<file path="src/hw/rtl/tpe_pkg.sv">
package tpe_pkg;
	localparam int MAX_DEGREE_DEF = 5;
	localparam int CFG_W = 3;
	localparam int CFG_IDX_W = 2;
	localparam logic [CFG_IDX_W-1:0] REG_DEGREE_X = 2'd0;
	localparam logic [CFG_IDX_W-1:0] REG_DEGREE_Y = 2'd1;
	localparam logic [CFG_IDX_W-1:0] REG_DEGREE_Z = 2'd2;
	localparam logic FUNC_LOAD = 1'b0;
	localparam logic FUNC_EVAL = 1'b1;

	typedef struct packed {
		logic               func;
		logic [7:0]         coef_index;
		logic signed [47:0] coef_value;
		logic signed [31:0] x_coord;
		logic signed [31:0] y_coord;
		logic signed [31:0] z_coord;
	} in_word_t;

	typedef struct packed {
		logic signed [63:0] poly_value;
		logic signed [63:0] grad_x;
		logic signed [63:0] grad_y;
		logic signed [63:0] grad_z;
		logic               saturated;
	} out_word_t;

	// queued command from front to back
	typedef struct packed {
		logic               is_eval;
		logic [7:0]         addr;
		logic signed [47:0] coef;
		logic signed [31:0] x;
		logic signed [31:0] y;
		logic signed [31:0] z;
	} cmd_t;

	// clamp a Q1.30 coordinate to plus or minus one
	function automatic logic signed [31:0] clamp_coord(input logic signed [31:0] c);
		logic signed [31:0] r;
		r = c;
		if (c > 32'sd1073741824) r = 32'sd1073741824;
		if (c < -32'sd1073741824) r = -32'sd1073741824;
		return r;
	endfunction

	// 64-bit saturating add
	function automatic logic [64:0] sat_add(input logic signed [63:0] a,
		input logic signed [63:0] b);
		logic signed [64:0] s;
		s = {a[63], a} + {b[63], b};
		if (s > 65'sh0_7FFF_FFFF_FFFF_FFFF) return {1'b1, 64'h7FFF_FFFF_FFFF_FFFF};
		if (s < -65'sh0_8000_0000_0000_0000) return {1'b1, 64'h8000_0000_0000_0000};
		return {1'b0, s[63:0]};
	endfunction
endpackage

</file>
<file path="src/hw/rtl/tpe_front.sv">
// Front: accepts words, clamps coordinates and queues commands
module tpe_front import tpe_pkg::*; (
	input  logic     clk,
	input  logic     arst_n,
	input  in_word_t in_word,
	input  logic     in_valid,
	output logic     in_ready,
	output cmd_t     cmd,
	output logic     cmd_valid,
	input  logic     cmd_ready
);
	localparam int DEPTH = 2;
	cmd_t q_q [DEPTH];
	logic rd_q, wr_q;
	logic [1:0] cnt_q;
	cmd_t c_in;

	always_comb begin
		c_in.is_eval = (in_word.func == FUNC_EVAL);
		c_in.addr = in_word.coef_index;
		c_in.coef = in_word.coef_value;
		c_in.x = clamp_coord(in_word.x_coord);
		c_in.y = clamp_coord(in_word.y_coord);
		c_in.z = clamp_coord(in_word.z_coord);
	end

	assign in_ready = (cnt_q != 2'(DEPTH));
	assign cmd_valid = (cnt_q != 2'd0);
	assign cmd = q_q[rd_q];

	// two-entry queue
	always_ff @(posedge clk or negedge arst_n) begin
		if (!arst_n) begin
			rd_q <= 1'b0;
			wr_q <= 1'b0;
			cnt_q <= 2'd0;
		end else begin
			if (in_valid && in_ready) wr_q <= ~wr_q;
			if (cmd_valid && cmd_ready) rd_q <= ~rd_q;
			cnt_q <= cnt_q + 2'(in_valid && in_ready) - 2'(cmd_valid && cmd_ready);
		end
	end

	always_ff @(posedge clk) begin
		if (in_valid && in_ready) q_q[wr_q] <= c_in;
	end
endmodule

</file>
<file path="config.mk">
export PLATFORM = sky130hd
export DESIGN_NAME = tpe_front
export DESIGN_NICKNAME = d
export VERILOG_FILES = /design/src/hw/rtl/tpe_pkg.sv /design/src/hw/rtl/tpe_front.sv
export SDC_FILE = /design/constraint.sdc
export NUM_CORES = 1
export LEC_CHECK = 0
export BUFFER_PORTS_ARGS = -buffer_cell sky130_fd_sc_hd__buf_2
export CAP_MARGIN = 40
export CORE_UTILIZATION = 40
export CTS_BUF_LIST = sky130_fd_sc_hd__clkbuf_16
export DETAILED_ROUTE_END_ITERATION = 16
export PLACE_DENSITY_LB_ADDON = 0.15
export RECOVER_POWER = 50
export SLEW_MARGIN = 25
export SYNTH_ARGS = -nofsm -noshare
export SYNTH_HDL_FRONTEND = slang
export SYNTH_SLANG_ARGS = --single-unit
</file>
<file path="constraint.sdc">
create_clock -name clk -period 10.1 [get_ports clk]
set_input_delay 2.02 -clock clk [delete_from_list [all_inputs] [get_ports clk]]
set_output_delay 2.02 -clock clk [all_outputs]
set_load 0.02 [all_outputs]
</file>
# Yosys cells after proc, flatten, opt, wreduce, memory -nomap -nowiden

Memories as Yosys holds them, arrays and structs flattened.
Cells that the tools add are included.

Shift operators: 0
Bitwise gates (word level): 2
Add/sub/neg operators: 2
Reduce and logical (&&, ||, !) cells: 3
Eq/ne operators: 1
Multipliers: 0
Div/mod/pow operators: 0
$lt $le $gt $ge: 6
Muxes and demuxes: 8

Operators by type and width:

| kind                 | count |
|---|---|
| $mux 32              | 6 |
| $gt 32x32->1 const B | 3 |
| $lt 32x31->1 const B | 3 |
| $add 2x1->2          | 1 |
| $logic_and 1x1->1    | 2 |
| $mux 1               | 2 |
| $ne 2x2->1 const B   | 1 |
| $not 1->1            | 2 |
| $reduce_bool 2->1    | 1 |
| $sub 2x1->2          | 1 |

Memories kept: 1
Word-level logic and storage cells: 26
Bits in latches: 0
Memory bits (writable): 306
Output and inout port bits: 155
ROM bits: 0
Bits in registers: 4

Memory list:

| memory | depth | bits a word | read ports | clocked after Yosys merged registers in | write ports | RTL line        | RTL |
|---|---|---|---|---|---|---|---|
| q_q    | 2     | 153         | 1          | 0                                       | 1           | tpe_front.sv:13 | `cmd_t q_q [DEPTH];` |

# Depth between registers and ports, before layout

Word-level depth: 4
Depth in mapped cells: 7
Depth with buffers taken out: 7

# Worst setup path after synthesis

Ideal clock, no wire load.

Path type: input -> register
Start: in in_valid
End: mem q_q[0][0] in the netlist's numbering (enable)
Data arrival time: 8471 ps
Cell stages on the path: 2
Required time: 9432 ps
Path buffers: 0
Path slack: 961 ps
Cells stage by stage: nand2_1 nor2_1

Word-level cells in the longest chain between the ends: 3

Ends and longest elaborated chain:

| what                         | RTL line        | RTL |
|---|---|---|
| start: declaration           | tpe_front.sv:6  | `input logic in_valid,` |
| $logic_and 1x1->1            | tpe_front.sv:45 | `if (in_valid && in_ready) q_q[wr_q] <= c_in;` |
| $mux 1                       | tpe_front.sv:45 |  |
| $mux 1 (not written as such) | tpe_front.sv:45 |  |
| end: declaration             | tpe_front.sv:13 |  |

Every way passes these cells.

# Final worst setup path

Start: in in_valid
End: mem q_q[1][88] in the netlist's numbering (enable)

Same word-level chain as after synthesis.

==> key figures <==
Outcome
  • Status: finished with violations
  • Failing checks: capacitance limit, slew limit

Synth
  • Post-synthesis mux area share: 14.02%
  • Mapped Nets: 895
  • Most frequent cell after synthesis: edfxtp_1
  • Ranking of synthesized cells by area: edfxtp_1, mux2_2, nor2_1
  • Yosys warning total: 0
  • Avg Inst Size Synth: 16.70 sq um
  • Synthesized cell area: around 12,000 sq um
  • Commonest cells post-synth: edfxtp_1, mux2_2, nor2_1
  • #FFs+latches synth: 310
  • Asr flop ratio synth: 1.290%
  • Synth Area in Adders: 0.2036%
  • Yosys top cell area share: 74.75%
  • Sequential area share after synthesis: 75.56%
  • Post-synthesis xor/xnor area fraction: less than 1%
  • Main combinational cell family by area after synthesis: multiplexers
  • Post-synth EDFFs: about 310
  • Post-synthesis compound-gate area fraction: less than 1%
  • Main flop type after synthesis: edfxtp_1
  • Post-synthesis cell type count: 20
  • Cell taking the most area after synthesis: edfxtp_1
  • Cell count after synthesis: 736
  • Post-Synth Simple-Gate Area: 7.684%

Clocking
  • CTS root buf: clkbuf_16
  • Clock Latency Late Sink: 0.50 ns
  • Clock sink count: 310
  • Hold_buf cts: 0
  • Reg clk slew, reported paths: 0.05 ns
  • CTS buffer count: 34
  • Clock buffer depth: 3
  • H-tree Lvls: 2
  • CTS tree: done
  • Post-CTS Setup Inserts: 0
  • CTS-repair resized insts: 0

STA
  • TNS Setup: 0 ns
  • Setup Viol. Count Final: 0
  • Final hold vios: 0
  • Final slew viol count: 180
  • Final critical-path required period: 6.267 ns
  • Final period util: roughly 62%
  • Max Freq: about 160 MHz
  • Setup Skew: about 0.012 ns
  • RSZ-0062 raised after global routing: no
  • Worst slew margin: -126.6%
  • Worst-Margin Slew: around 3.4 ns

Critical path
  • Max incr delay on CP: 1.92 ns
  • Crit-path leading delay family: buffers and inverters
  • Critical path class: primary input to register
  • Bufs and invs on worst path: 3
  • Type of element capturing the critical path: register
  • Worst path arrival time: 6.33 ns
  • Worst path cell trace: buf_2 -> and3_1 -> clkbuf_1 -> clkbuf_1
  • Most common cell on crit path: clkbuf_1
  • Required time worst endpoint: roughly 10 ns
  • Slowest CP cell: clkbuf_1
  • Crit start category: primary input
  • CP Max Fanout: 44

Worst hold path
  • Hold WC Path Type: register to register

Global route
  • Antenna violations before repair: 2
  • Pin count of the biggest net entering global routing: 59
  • First-pass GRT wire length: a little under 40,000 um
  • GR Overflow Total: 0
  • Vias in the first global route: 7,104
  • Total GRT Usage: 16.21%

Placed design
  • I/O Buffers: 311
  • Final Wtd Congestion: 0.7793
  • HPWL after DPL: 17,390 um

Power
  • Power Density: a little under 300 nW/um^2
  • Leakage Power: 5.932 nW
  • VDD IR max: 0.1612 mV
  • Total power: 4.476 mW

Die
  • Row cnt: 63
  • I/O pins: 312
  • Die width: 177.3 um
  • Core area: ~30,000 sq um
  • Total Die Area: 31,440 sq um
  • Starting Density: between 40% and 50%
  • Die Y: 177.3 um

Layout
  • Multi-input gate area: 2765 sq um
  • Area grow syn2layout: 24.33%
  • Fill cells: 2,623
  • Fin nets: around 1,200
  • Register Area: 9293 sq um
  • Ratio of cells with drive above 1 in the final layout: 46.08%

Run
  • Max Cap Viol: 4

Drt
  • Met1 Wirelength: 11,250 um
  • WL met3: between 2000 and 2500 um
  • Final wirelength: 26,160 um
  • Met2 Wirelength: 12,170 um
  • Detailed Route Iter0 Violations: roughly 420
  • Total iterations of the first detailed-routing run: 4
  • Post-DRT Antenna Nets: 0
  • DRC viols: 0
  • Vias per cell: 4.838
  • Uppermost routed layer: met5
  • Via count: between 7,000 and 8,000
  • Wire per inst: 17.73 um
layout make-up:
| class | count | share of cell area [%] |
|---|---|---|
| flip-flops and latches | 310 | 60.80 |
| multi-input cells | 384 | 18.09 |
| repair buffers | 325 | 10.93 |
| clock buffers | 37 | 6.058 |
| well taps | 390 | 3.193 |
| clock inverters | 23 | 0.7941 |
| inverters | 4 | 0.09824 |
| diodes | 2 | 0.03275 |
path summary, 6_finish.rpt:
| check | startpoint | endpoint | cells past startpoint | slack [ns] |
|---|---|---|---|---|
| setup / recovery | in_valid | q_q[1][88] | 4 | 3.83 |
| hold / removal | wr_q | wr_q | 1 | 0.50 |
| setup reg to reg | cnt_q[1] | q_q[1][88] | 4 | 4.89 |
| hold reg to reg | wr_q | wr_q | 1 | 0.50 |
| max in group asynchronous | arst_n | rd_q | 1 | 8.52 |
| min in group asynchronous | arst_n | cnt_q[1] | 1 | 1.35 |
logic make-up (layout without fill, tap and decap cells):
logic type,count (synthesis),in the layout
XOR/XNOR,4,4
other,0,2
AO/OA/AOI/OAI,3,3
adder cells (fa/ha/maj),2,2
buffers and inverters,42,389
flip-flops,310,310
multiplexers,153,153
AND/OR/NAND/NOR,222,222
per-stage QoR:
| step | util [%] | area (sq um) | hold WS, ns | setup slack [ns] | std cells |
|---|---|---|---|---|---|
| after global routing | 51.02 | 15280 | 0.5244 | 3.320 | 1474 |
| after detailed placement | 47.95 | 14360 | 0.4980 | 5.440 | 1413 |
| final | 51.02 | 15280 | 0.4964 | 3.833 | 1475 |
| after global placement | 47.30 | 14170 | 0.4929 | 5.112 | 1405 |
| after floorplan | - | 12290 | 0.4604 | 0.9608 | 736 |
| after CTS | 51.45 | 15410 | 0.5113 | 4.916 | 1473 |
cells in the final DEF (no fill, tap or decap), drive strengths merged, types with 6 or more instances in the layout:
cell type / instances
buf: 290
nor2: 94
nand4: 6
edfxtp: 306
inv: 14
clkinv: 12
clkbuf: 72
nand2: 91
nor4: 21
mux2: 153
where the power goes:
part	leakage (nW)	switching (mW)	internal (mW)
logic	2.45	0.919	0.550
registers	2.92	0.0677	1.79
clock network	0.559	0.467	0.681
total	5.93	1.45	3.02
layer usage:
layer / track usage (%) / vias up
li1: - / 3399
met1: 21.35 / 3448
met2: 25.47 / 247
met3: 5.441 / 40
met4: 4.665 / 2
met5: 0 / -
flip-flops by register name, indices dropped and copies added (netlist names):
name	count
q_q	306
cnt_q	2
rd_q	1
wr_q	1
worst register-to-register path: stages (launching register included):
cell,delay [ns]
dfrtp_1,0.40
nand2b_1,0.12
and3_1,1.03
clkbuf_1,1.26
clkbuf_1,1.93
(Power assumes the default switching activity.)
